File: src/rtl/ffcd_pkg.sv
// Shared types, character codes and decode helpers for the frame command decoder.
package ffcd_pkg;

  localparam int FRAME_LEN = 13;
  localparam int LEN_SAT   = 14;
  localparam int LEN_W     = $clog2(LEN_SAT + 1);
  localparam int IDX_W     = $clog2(FRAME_LEN);
  localparam int DIR_W     = 4;
  localparam int SPEED_W   = 11;
  localparam int QDEPTH    = 2;

  localparam logic [7:0] CH_TAB   = 8'h09;
  localparam logic [7:0] CH_LF    = 8'h0A;
  localparam logic [7:0] CH_CR    = 8'h0D;
  localparam logic [7:0] CH_SPACE = 8'h20;
  localparam logic [7:0] CH_PLUS  = 8'h2B;
  localparam logic [7:0] CH_MINUS = 8'h2D;
  localparam logic [7:0] CH_ZERO  = 8'h30;
  localparam logic [7:0] CH_ONE   = 8'h31;
  localparam logic [7:0] CH_TWO   = 8'h32;
  localparam logic [7:0] CH_NINE  = 8'h39;

  localparam logic [DIR_W-1:0] DIR_EMPTY_LINE = 4'd5;

  typedef enum logic [1:0] {
    ST_EMPTY  = 2'd0,
    ST_ACCEPT = 2'd1,
    ST_IGNORE = 2'd2
  } line_status_t;

  // One classified line, handed from the front end to the executor.
  typedef struct packed {
    line_status_t              status;
    logic                      scan_set;
    logic                      scan_clr;
    logic                      motor_sel;
    logic [DIR_W-1:0]          dir;
    logic signed [SPEED_W-1:0] speed;
    logic                      restart;
  } cmd_t;

  function automatic logic is_digit(input logic [7:0] c);
    return (c >= CH_ZERO) && (c <= CH_NINE);
  endfunction

  // space, and TAB through CR
  function automatic logic is_space(input logic [7:0] c);
    return (c == CH_SPACE) || ((c >= CH_TAB) && (c <= CH_CR));
  endfunction

  // atol-style parse of a three-character field
  function automatic logic signed [SPEED_W-1:0] parse_speed(input logic [7:0] c0,
                                                            input logic [7:0] c1,
                                                            input logic [7:0] c2);
    logic [7:0] ch [3];
    logic       lead;
    logic       neg;
    logic       done;
    logic [9:0] v;
    logic [7:0] d;
    int         k;
    ch[0] = c0;
    ch[1] = c1;
    ch[2] = c2;
    lead  = 1'b1;
    neg   = 1'b0;
    done  = 1'b0;
    v     = '0;
    d     = '0;
    for (k = 0; k < 3; k++) begin
      if (!done) begin
        if (lead && is_space(ch[k])) begin
          lead = 1'b1;
        end else if (lead && ((ch[k] == CH_PLUS) || (ch[k] == CH_MINUS))) begin
          lead = 1'b0;
          neg  = (ch[k] == CH_MINUS);
        end else if (is_digit(ch[k])) begin
          lead = 1'b0;
          d    = ch[k] - CH_ZERO;
          v    = 10'(v * 10) + {6'b0, d[3:0]};
        end else begin
          done = 1'b1;
        end
      end
    end
    return neg ? -SPEED_W'({1'b0, v}) : SPEED_W'({1'b0, v});
  endfunction

endpackage

File: src/rtl/ffcd_front.sv
// Front end: gathers line bytes and classifies each finished line into a command.
module ffcd_front (
  input  logic                 clk,
  input  logic                 rst,
  input  logic                 in_valid,
  output logic                 in_stall,
  input  logic [7:0]           rx_byte,
  input  logic                 q_full,
  output logic                 push,
  output ffcd_pkg::cmd_t       push_cmd
);
  import ffcd_pkg::*;

  logic [7:0]       line_q [FRAME_LEN];
  logic [LEN_W-1:0] len;
  logic [LEN_W-1:0] len_next;
  logic             accept;
  logic             is_lf;
  logic             frame_ok;

  assign in_stall = q_full;
  assign accept   = in_valid && !in_stall;
  assign is_lf    = (rx_byte == CH_LF);
  assign push     = accept && is_lf;

  always_comb begin
    len_next = len;
    if (accept && (rx_byte != CH_CR)) begin
      if (is_lf) begin
        len_next = '0;
      end else if (len < LEN_W'(LEN_SAT)) begin
        len_next = len + 1'b1;
      end
    end
  end

  always_ff @(posedge clk) begin
    if (rst) begin
      len <= '0;
    end else begin
      len <= len_next;
    end
  end

  // store has no reset; a line is accepted only once all entries were written
  always_ff @(posedge clk) begin
    if (accept && !is_lf && (rx_byte != CH_CR) && (len < LEN_W'(FRAME_LEN))) begin
      line_q[len[IDX_W-1:0]] <= rx_byte;
    end
  end

  assign frame_ok = (len == LEN_W'(FRAME_LEN)) && (line_q[0] == CH_ONE) &&
                    (line_q[1] == CH_ONE) && (line_q[2] == CH_ONE);

  always_comb begin
    push_cmd.status    = (len == '0) ? ST_EMPTY : (frame_ok ? ST_ACCEPT : ST_IGNORE);
    push_cmd.scan_set  = frame_ok && (line_q[3] == CH_ONE) && (line_q[4] == CH_ZERO) &&
                         (line_q[5] == CH_ZERO) && (line_q[6] == CH_ONE);
    push_cmd.scan_clr  = frame_ok && (line_q[3] == CH_ONE) && (line_q[4] == CH_ZERO) &&
                         (line_q[5] == CH_ZERO) && (line_q[6] == CH_ZERO);
    push_cmd.motor_sel = frame_ok && (line_q[7] == CH_TWO);
    push_cmd.dir       = is_digit(line_q[8]) ? DIR_W'(line_q[8] - CH_ZERO) : '0;
    push_cmd.speed     = parse_speed(line_q[9], line_q[10], line_q[11]);
    push_cmd.restart   = push_cmd.motor_sel && (line_q[12] == CH_ONE);
  end

endmodule

File: src/rtl/ffcd_queue.sv
// Short command FIFO between front end and executor.
module ffcd_queue (
  input  logic           clk,
  input  logic           rst,
  input  logic           push,
  input  ffcd_pkg::cmd_t push_cmd,
  output logic           full,
  input  logic           pop,
  output logic           empty,
  output ffcd_pkg::cmd_t pop_cmd
);
  import ffcd_pkg::*;

  localparam int PTR_W = $clog2(QDEPTH);
  localparam int CNT_W = $clog2(QDEPTH + 1);

  cmd_t             entry [QDEPTH];
  logic [PTR_W-1:0] wr_ptr;
  logic [PTR_W-1:0] rd_ptr;
  logic [CNT_W-1:0] count;
  logic             do_push;
  logic             do_pop;

  assign full    = (count == CNT_W'(QDEPTH));
  assign empty   = (count == '0);
  assign do_push = push && !full;
  assign do_pop  = pop && !empty;
  assign pop_cmd = entry[rd_ptr];

  always_ff @(posedge clk) begin
    if (rst) begin
      wr_ptr <= '0;
      rd_ptr <= '0;
      count  <= '0;
    end else begin
      if (do_push) begin
        wr_ptr <= (wr_ptr == PTR_W'(QDEPTH - 1)) ? '0 : wr_ptr + 1'b1;
      end
      if (do_pop) begin
        rd_ptr <= (rd_ptr == PTR_W'(QDEPTH - 1)) ? '0 : rd_ptr + 1'b1;
      end
      if (do_push && !do_pop) begin
        count <= count + 1'b1;
      end else if (do_pop && !do_push) begin
        count <= count - 1'b1;
      end
    end
  end

  always_ff @(posedge clk) begin
    if (do_push) begin
      entry[wr_ptr] <= push_cmd;
    end
  end

endmodule

File: src/rtl/ffcd_back.sv
// Executor: applies commands to the drive/scanner state and registers the result.
module ffcd_back (
  input  logic                                 clk,
  input  logic                                 rst,
  input  logic                                 q_empty,
  input  ffcd_pkg::cmd_t                       cmd,
  output logic                                 pop,
  output logic                                 out_valid,
  input  logic                                 out_stall,
  output logic [1:0]                           line_status,
  output logic                                 scan_active,
  output logic [ffcd_pkg::DIR_W-1:0]           drive_direction,
  output logic signed [ffcd_pkg::SPEED_W-1:0]  drive_speed,
  output logic                                 move_restart
);
  import ffcd_pkg::*;

  logic                      scan;
  logic [DIR_W-1:0]          dir;
  logic signed [SPEED_W-1:0] speed;
  logic                      scan_next;
  logic [DIR_W-1:0]          dir_next;
  logic signed [SPEED_W-1:0] speed_next;

  assign pop = !q_empty && (!out_valid || !out_stall);

  always_comb begin
    scan_next  = scan;
    dir_next   = dir;
    speed_next = speed;
    unique case (cmd.status)
      ST_EMPTY: begin
        dir_next = DIR_EMPTY_LINE;
      end
      ST_ACCEPT: begin
        if (cmd.scan_set) begin
          scan_next = 1'b1;
        end else if (cmd.scan_clr) begin
          scan_next = 1'b0;
        end
        if (cmd.motor_sel) begin
          dir_next   = cmd.dir;
          speed_next = cmd.speed;
        end
      end
      default: begin
      end
    endcase
  end

  always_ff @(posedge clk) begin
    if (rst) begin
      scan      <= 1'b0;
      dir       <= '0;
      speed     <= '0;
      out_valid <= 1'b0;
    end else begin
      if (pop) begin
        scan      <= scan_next;
        dir       <= dir_next;
        speed     <= speed_next;
        out_valid <= 1'b1;
      end else if (!out_stall) begin
        out_valid <= 1'b0;
      end
    end
  end

  always_ff @(posedge clk) begin
    if (pop) begin
      line_status     <= cmd.status;
      scan_active     <= scan_next;
      drive_direction <= dir_next;
      drive_speed     <= speed_next;
      move_restart    <= cmd.restart;
    end
  end

endmodule

File: src/rtl/fixed_frame_command_decoder.sv
// Top level of the fixed-frame command decoder: front end, command FIFO, executor.
//
//   channel | signals                          | transfer when
//   --------+----------------------------------+-------------------------
//   input   | in_valid, in_stall, rx_byte      | in_valid && !in_stall
//   output  | out_valid, out_stall, line_status,| out_valid && !out_stall
//           | scan_active, drive_direction,    |
//           | drive_speed, move_restart        |
//
// One byte is taken per cycle unless in_stall is high. A newline transfer writes the FIFO at
// its own edge; the result then goes out via the executor register once the output is free.
// rst (synchronous, active high) clears line length, FIFO pointers, state and out_valid;
// the line store needs no clearing, so the block takes bytes right after reset.
// in_stall is high only while the two-entry command FIFO is full; out_stall backs up
// the executor, then the FIFO, then the input.
module fixed_frame_command_decoder (
  input  logic                                 clk,
  input  logic                                 rst,
  input  logic                                 in_valid,
  output logic                                 in_stall,
  input  logic [7:0]                           rx_byte,
  output logic                                 out_valid,
  input  logic                                 out_stall,
  output logic [1:0]                           line_status,
  output logic                                 scan_active,
  output logic [ffcd_pkg::DIR_W-1:0]           drive_direction,
  output logic signed [ffcd_pkg::SPEED_W-1:0]  drive_speed,
  output logic                                 move_restart
);
  import ffcd_pkg::*;

  // front end -> FIFO
  logic q_push;
  cmd_t q_push_cmd;
  logic q_full;

  // FIFO -> executor
  logic q_pop;
  logic q_empty;
  cmd_t q_pop_cmd;

  // Collects bytes, drops CR, classifies the line on newline.
  ffcd_front u_front (
    .clk      (clk),
    .rst      (rst),
    .in_valid (in_valid),
    .in_stall (in_stall),
    .rx_byte  (rx_byte),
    .q_full   (q_full),
    .push     (q_push),
    .push_cmd (q_push_cmd)
  );

  // Decouples line classification from result delivery.
  ffcd_queue u_queue (
    .clk      (clk),
    .rst      (rst),
    .push     (q_push),
    .push_cmd (q_push_cmd),
    .full     (q_full),
    .pop      (q_pop),
    .empty    (q_empty),
    .pop_cmd  (q_pop_cmd)
  );

  // Holds scanner/drive state; output register doubles as the result buffer.
  ffcd_back u_back (
    .clk             (clk),
    .rst             (rst),
    .q_empty         (q_empty),
    .cmd             (q_pop_cmd),
    .pop             (q_pop),
    .out_valid       (out_valid),
    .out_stall       (out_stall),
    .line_status     (line_status),
    .scan_active     (scan_active),
    .drive_direction (drive_direction),
    .drive_speed     (drive_speed),
    .move_restart    (move_restart)
  );

endmodule
File: config.mk
export PLATFORM = sky130hd
export DESIGN_NAME = fixed_frame_command_decoder
export DESIGN_NICKNAME = d
export VERILOG_FILES = /design/src/rtl/ffcd_pkg.sv /design/src/rtl/ffcd_front.sv /design/src/rtl/ffcd_queue.sv /design/src/rtl/ffcd_back.sv /design/src/rtl/fixed_frame_command_decoder.sv
export SDC_FILE = /design/constraint.sdc
export NUM_CORES = 1
export LEC_CHECK = 0
export ABC_AREA = 0
export BUFFER_PORTS_ARGS = -buffer_cell sky130_fd_sc_hd__buf_2
export CORE_MARGIN = 3
export CORE_UTILIZATION = 62
export CTS_CLUSTER_SIZE = 24
export DETAILED_ROUTE_END_ITERATION = 7
export PLACE_DENSITY_LB_ADDON = 0.3
export SLEW_MARGIN = 20
export SYNTH_ARGS = -nofsm -noshare
export SYNTH_HDL_FRONTEND = slang
export SYNTH_SLANG_ARGS = --single-unit
File: constraint.sdc
create_clock -name clk -period 6.8 [get_ports clk]
set_input_delay 0.34 -clock clk [delete_from_list [all_inputs] [get_ports clk]]
set_output_delay 0.34 -clock clk [all_outputs]
set_load 0.005 [all_outputs]
== Word level (Yosys, flattened, before mapping) ==
Memory sizes are Yosys's and may differ from the RTL's. A register that Yosys moved wholly into a read port is not among the register bits.
Cells that the tools add are included.
Word-level totals
  register bits: 44
  RAM bits: 146
  input port bits: 12
  output and inout bits: 21
  logic and storage cells: 178
  memories: 2
Operators by class
  add/sub/neg operators: 12
  multiply operators: 2
  order comparisons: 16
  equality and inequality tests: 25
  muxes and demuxes: 56
  reductions and logical operators: 52
Memory list
  u_front.line_q: depth 13, bits a word 8, rd ports 13, clocked after Yosys merged registers in 0, wr ports 1, line ffcd_front.sv:14  | logic [7:0] line_q [FRAME_LEN];
  u_queue.entry: depth 2, bits a word 21, rd ports 1, clocked after Yosys merged registers in 1, wr ports 1, line ffcd_queue.sv:17  | cmd_t entry [QDEPTH];
Operators with widths (number)
  equality test 8 x 6 -> 1 bit (second input constant): 19
  two-way mux 10 bit: 10
  two-way mux 1 bit: 33
  two-way mux 11 bit: 3
  greater-or-equal comparator 8 x 6 -> 1 bit (second input constant): 4
  less-or-equal comparator 8 x 6 -> 1 bit (second input constant): 4
  logical AND 1 bit: 32
  greater-or-equal comparator 8 x 4 -> 1 bit (second input constant): 3
  less-or-equal comparator 8 x 4 -> 1 bit (second input constant): 3
  adder 10 x 4 -> 10 bit: 2
  multiplier 10 x 3 -> 9 bit (second input constant): 2
  two-way mux 4 bit: 5
  subtractor 4 x 1 -> 4 bit (second input constant): 4
  negator 10 -> 11 bit: 1
  equality test 8 x 4 -> 1 bit (second input constant): 1
  < comparator 4 bit (second input constant): 2
  two-way mux 2 bit: 4
  inequality test 8 x 4 -> 1 bit (second input constant): 1
  case mux 4 bit (2 select lines): 1
  zero test 1 bit: 7
  logical OR 1 bit: 7
  adder 4 x 1 -> 4 bit (second input constant): 1
  equality test 4 bit (second input constant): 1
  zero test 2 bit: 2
  9 further kinds: 11

== Logic depth before layout (Yosys ltp) ==
An unclocked memory read counts as a cell.
  depth in word-level cells: 20
  depth in mapped cells: 24
  depth with buffers taken out: 23

== Hierarchy ==
A second synthesis with hierarchy kept.
Unflattened totals
  cell total of the unflattened synthesis: 691
  area total of the unflattened synthesis: 9002.4 sq um
By module, submodules not included
  ffcd_front: instances 1, cells each 457, area each 5709.2 sq um, sequential area each 3203.1 sq um
  ffcd_queue: instances 1, cells each 90, area each 1725.4 sq um, sequential area each 1361.3 sq um
  ffcd_back: instances 1, cells each 144, area each 1567.8 sq um, sequential area each 910.9 sq um

== Worst setup path after synthesis ==
OpenSTA, ideal clock, no wires.
  path kind: register -> register
  start point: memory u_front.line_q[9][4]
  end point: memory u_queue.entry[0][10] (netlist bit), data pin
  library setup time: 0.262 ns
  arrival time: 4.936 ns
  data required time: 6.538 ns
  slack: 1.602 ns
  stages on the path, launching flop included: 24
  buffers on the path: 1
  period minus slack after synthesis: 5.198 ns
  cells stage by stage: edfxtp_1 -> buf_2 -> nor4bb_1 -> nand3_1 -> inv_1 -> ha_1 -> ha_1 -> inv_1 -> fa_1 -> nor2b_1 -> nor3b_1 -> xnor2_1 -> xor2_1 -> nor2_1 -> ha_1 -> ha_1 -> a21oi_1 -> xnor2_1 -> nand3_1 -> xor2_1 -> xnor2_1 -> xnor2_1 -> nand2_1 -> xnor2_1
RTL lines (line)
  start, declared: ffcd_front.sv:14
  end, declared: ffcd_queue.sv:17

==> flow_metrics.py <==
metrics = {
    "clock_network": {
        "clkTransAtPathRegs_ns": 0.06,
        "clock_sinks": 191,
        "root_buffer": "clkbuf_16",
        "ctsHtreeMaxLevel": 4,
        "cts_tree": "built",
        "cts_buffer_depth": 2,
        "ctsResizeCount": 0,
        "postCtsSetupBuffers": 0,
        "clk_latency_ns": 0.42,
        "cts_buffers": 17,
        "cts-hold-fix-buffers": 0,
    },
    "place": {
        "placed_cell_area_um2": 8930,
        "place_congestion": 0.898,
        "dp_hpwl_um": 10300,
        "port_buffers": 32,
    },
    "route": {
        "vias_per_cell": 6.05,
        "drcViolationCount": 0,
        "wirelength_um": 15600,
        "drtIter0Drc": 405,
        "drtAntennaViolNets": 0,
        "num_vias": 5401,
        "drt-pass1-iter-count": 6,
        "wl_per_cell_um": 17.5,
    },
    "logic_synthesis": {
        "syn-num-nets": 714,
        "yosys_warnings": 0,
        "yosys.cell_types.count": 61,
        "synth-main-ff-cell": "edfxtp_1",
        "syn_area_per_cell_um2": 12.9,
        "synth-edff-count": 165,
        "ys_seq_area_share_pct": 63.4,
        "syn_area_um2": 8630,
        "synth-seq-cells": 191,
        "syn_inst": 671,
        "synth-async-reset-ratio_pct": 0,
    },
    "finish": {
        "layout_commonest_cell": "edfxtp_1",
        "drive_above_1_share_pct": 10.1,
        "diodes": 0,
        "final_nets": 746,
        "fin_util_pct": 70.5,
        "area_growth_pct": 9.94,
        "stdcell_area_um2": 9490,
        "final_cell_mix": "165 x edfxtp_1, 73 x nor2_1, 40 x a21oi_1, 38 x nand2_1, 35 x mux2i_1",
    },
    "run": {
        "maxCapViolations": 0,
    },
    "floorplan": {
        "core_area_um2": 13500,
        "num_rows": 42,
        "die_y_um": 124,
        "dieArea_um2": 15400,
        "die_w_um": 124,
        "start_util_pct": 64.2,
        "boundaryPins": 33,
    },
    "timing": {
        "slew_violations": 0,
        "rsz0062_at_grt": "false",
        "timing.hold.ws_ns": 0.188,
        "fmax_mhz": 167,
        "fin_crit_sh_pct": 87.9,
        "fin_worst_skew_ns": 0.0117,
        "slew-limit-headroom_pct": 35.6,
        "fin_tns_setup_ns": 0,
        "tightest_slew_ns": 0.967,
        "fin_crit_ns": 5.98,
        "finalSetupViolCount": 0,
        "hold_viol_final": 0,
    },
    "setup_path": {
        "end_kind": "flop",
        "path_max_fanout": 10,
        "path_delay_family": "simple AND/OR/NAND/NOR gates",
        "slowest_delay_ns": 0.61,
        "crit_cells": 22,
        "timing.critical_path.mode_cell": "xnor2_1",
        "cp-endpoint": "u_queue.entry[0][10]",
        "timing.rr.end": "u_queue.entry[0][10]",
        "crit_chain": "nor4bb_1 > nand3_1 > inv_1 > ha_1 > ha_1 > inv_1 > fa_1 > nor2b_1 > nor3b_1 > xnor2_1 > xor2_1 > nor2_1 > ha_1 > ha_1 > a21oi_1 > xnor2_1 > nand3_1 > xor2_1 > xnor2_1 > xnor2_1 > nand2_1 > xnor2_1",
        "startpoint": "u_front.line_q[9][4]",
        "arrival_ns": 6.13,
        "cp-start-kind": "flop",
        "r2r_cells": 22,
        "slowest_stage": "nor4bb_1",
        "critPathBufInv": 2,
        "r2r_slack_ns": 0.82,
        "worstPathRequired_ns": 6.95,
        "r2r-start": "u_front.line_q[9][4]",
        "worst-setup-path-type": "reg -> reg",
    },
    "run_status": {
        "status": "finished, final reports clean",
    },
    "global_route": {
        "grt_max_degree": 37,
        "globalRouteOverflowTotal": 0,
        "grt_pass1_wl_um": 25100,
        "grt_pass1_vias": 5233,
        "antenna_found_initial": 0,
        "grt_util_all_layers_pct": 21.5,
    },
    "power_and_ir_drop": {
        "p_leak_nw": 3.46,
        "cellPowerDensity_nw_per_um2": 284,
        "irDropWorstVdd_mv": 0.253,
    },
    "hold_path": {
        "hp-class": "in -> reg",
        "hold_depth": 3,
    },
}
==> metal layers <==
| metal | vias to the layer above | part of all wire, % | global-route usage [%] |
|---|---|---|---|
| li1 | 2571 | - | - |
| met1 | 2615 | 43 | 28.4 |
| met2 | 185 | 50 | 35.8 |
| met3 | 30 | 5.3 | 4.41 |
| met4 | 0 | 1.4 | 7.53 |
| met5 | - | 0 | 0 |
==> synth_stat cells, drive strengths merged (4+ instances only) <==
| library cell | n | share of area [%] |
|---|---|---|
| nor4bb | 5 | 0.58 |
| edfxtp | 165 | 57 |
| nor2b | 10 | 0.72 |
| and3 | 13 | 0.94 |
| nand2b | 4 | 0.29 |
| ha | 27 | 3.9 |
| and2 | 18 | 1.3 |
| fa | 4 | 0.93 |
| nand4 | 6 | 0.43 |
| xor2 | 17 | 1.8 |
| and3b | 4 | 0.41 |
| nor4b | 9 | 0.91 |
| a31oi | 5 | 0.36 |
| nor2 | 73 | 3.2 |
| o21ai | 26 | 1.5 |
| nand3b | 4 | 0.35 |
| mux2 | 5 | 0.65 |
| a21oi | 41 | 2.4 |
| buf | 11 | 0.72 |
| nand2 | 38 | 1.7 |
| clkbuf | 11 | 0.48 |
| nor3 | 16 | 0.93 |
| mux2i | 35 | 4.1 |
| xnor2 | 15 | 1.5 |
| nor4 | 6 | 0.43 |
| nand3 | 14 | 0.81 |
| dfxtp | 26 | 6.0 |
| inv | 22 | 0.96 |
==> power breakdown <==
| part | leakage, nW | internal (mW) | switching [mW] |
|---|---|---|---|
| sequential | 1.76 | 1.38 | 0.0321 |
| combinational | 1.43 | 0.132 | 0.214 |
| clock | 0.267 | 0.539 | 0.396 |
| total | 3.46 | 2.05 | 0.642 |
==> cell families after synthesis <==
family	share of synthesized area (%)
AOI/OAI and AO/OA	7.41
xor gates and xnor gates	3.33
adders and majority gates	4.84
buffers and inverters	2.16
DFF	63.4
muxes	4.71
and+or+nand+nor	14.1
==> cell type report <==
class	count	area, um2
flip-flops and latches	191	5480
fillers	882	3960
multi-input cells	436	2970
clock buffers	21	440
well taps	176	220
repair buffers	35	183
clock inverters	11	119
inverters	22	82.6
==> worst min path at each step <==
stage | from | end | slack, ns
5_1_grt | out_stall | u_back.out_valid | 0.18
4_1_cts | out_stall | u_back.out_valid | 0.18
2_1_floorplan | u_back.dir[1] | u_back.dir[1] | 0.44
3_5_place_dp | u_back.dir[1] | u_back.dir[1] | 0.46
3_3_place_gp | u_back.dir[1] | u_back.dir[1] | 0.44
6_report | out_stall | u_back.out_valid | 0.19
==> registers in the layout, summed over array words and instances, names as in the netlist, named ones only <==
signal,flops
u_front.line_q,104
u_queue.entry,42
u_back.drive_speed,11
u_back.speed,11
u_back.dir,4
u_back.drive_direction,4
u_front.len,4
u_back.line_status,2
u_queue.count,2
u_back.move_restart,1
u_back.out_valid,1
u_back.scan,1
u_back.scan_active,1
u_queue.rd_ptr,1
u_queue.wr_ptr,1
==> tightest hold or removal path, stage by stage <==
cell and delay (ns):
buf_2 0.09, nand2_1 0.07, a21oi_1 0.06
==> per-stage QoR <==
| stage | std cells | worst slack, ns | power, mW |
|---|---|---|---|
| after floorplan | 671 | 1.60 | 1.67 |
| after global placement | 860 | 1.22 | 1.76 |
| after detailed placement | 860 | 0.887 | 1.78 |
| after CTS | 892 | 0.849 | 2.71 |
| after global routing | 892 | 0.288 | 2.80 |
| final | 892 | 0.823 | 2.69 |
No activity file was read; power rests on OpenSTA's default activity.
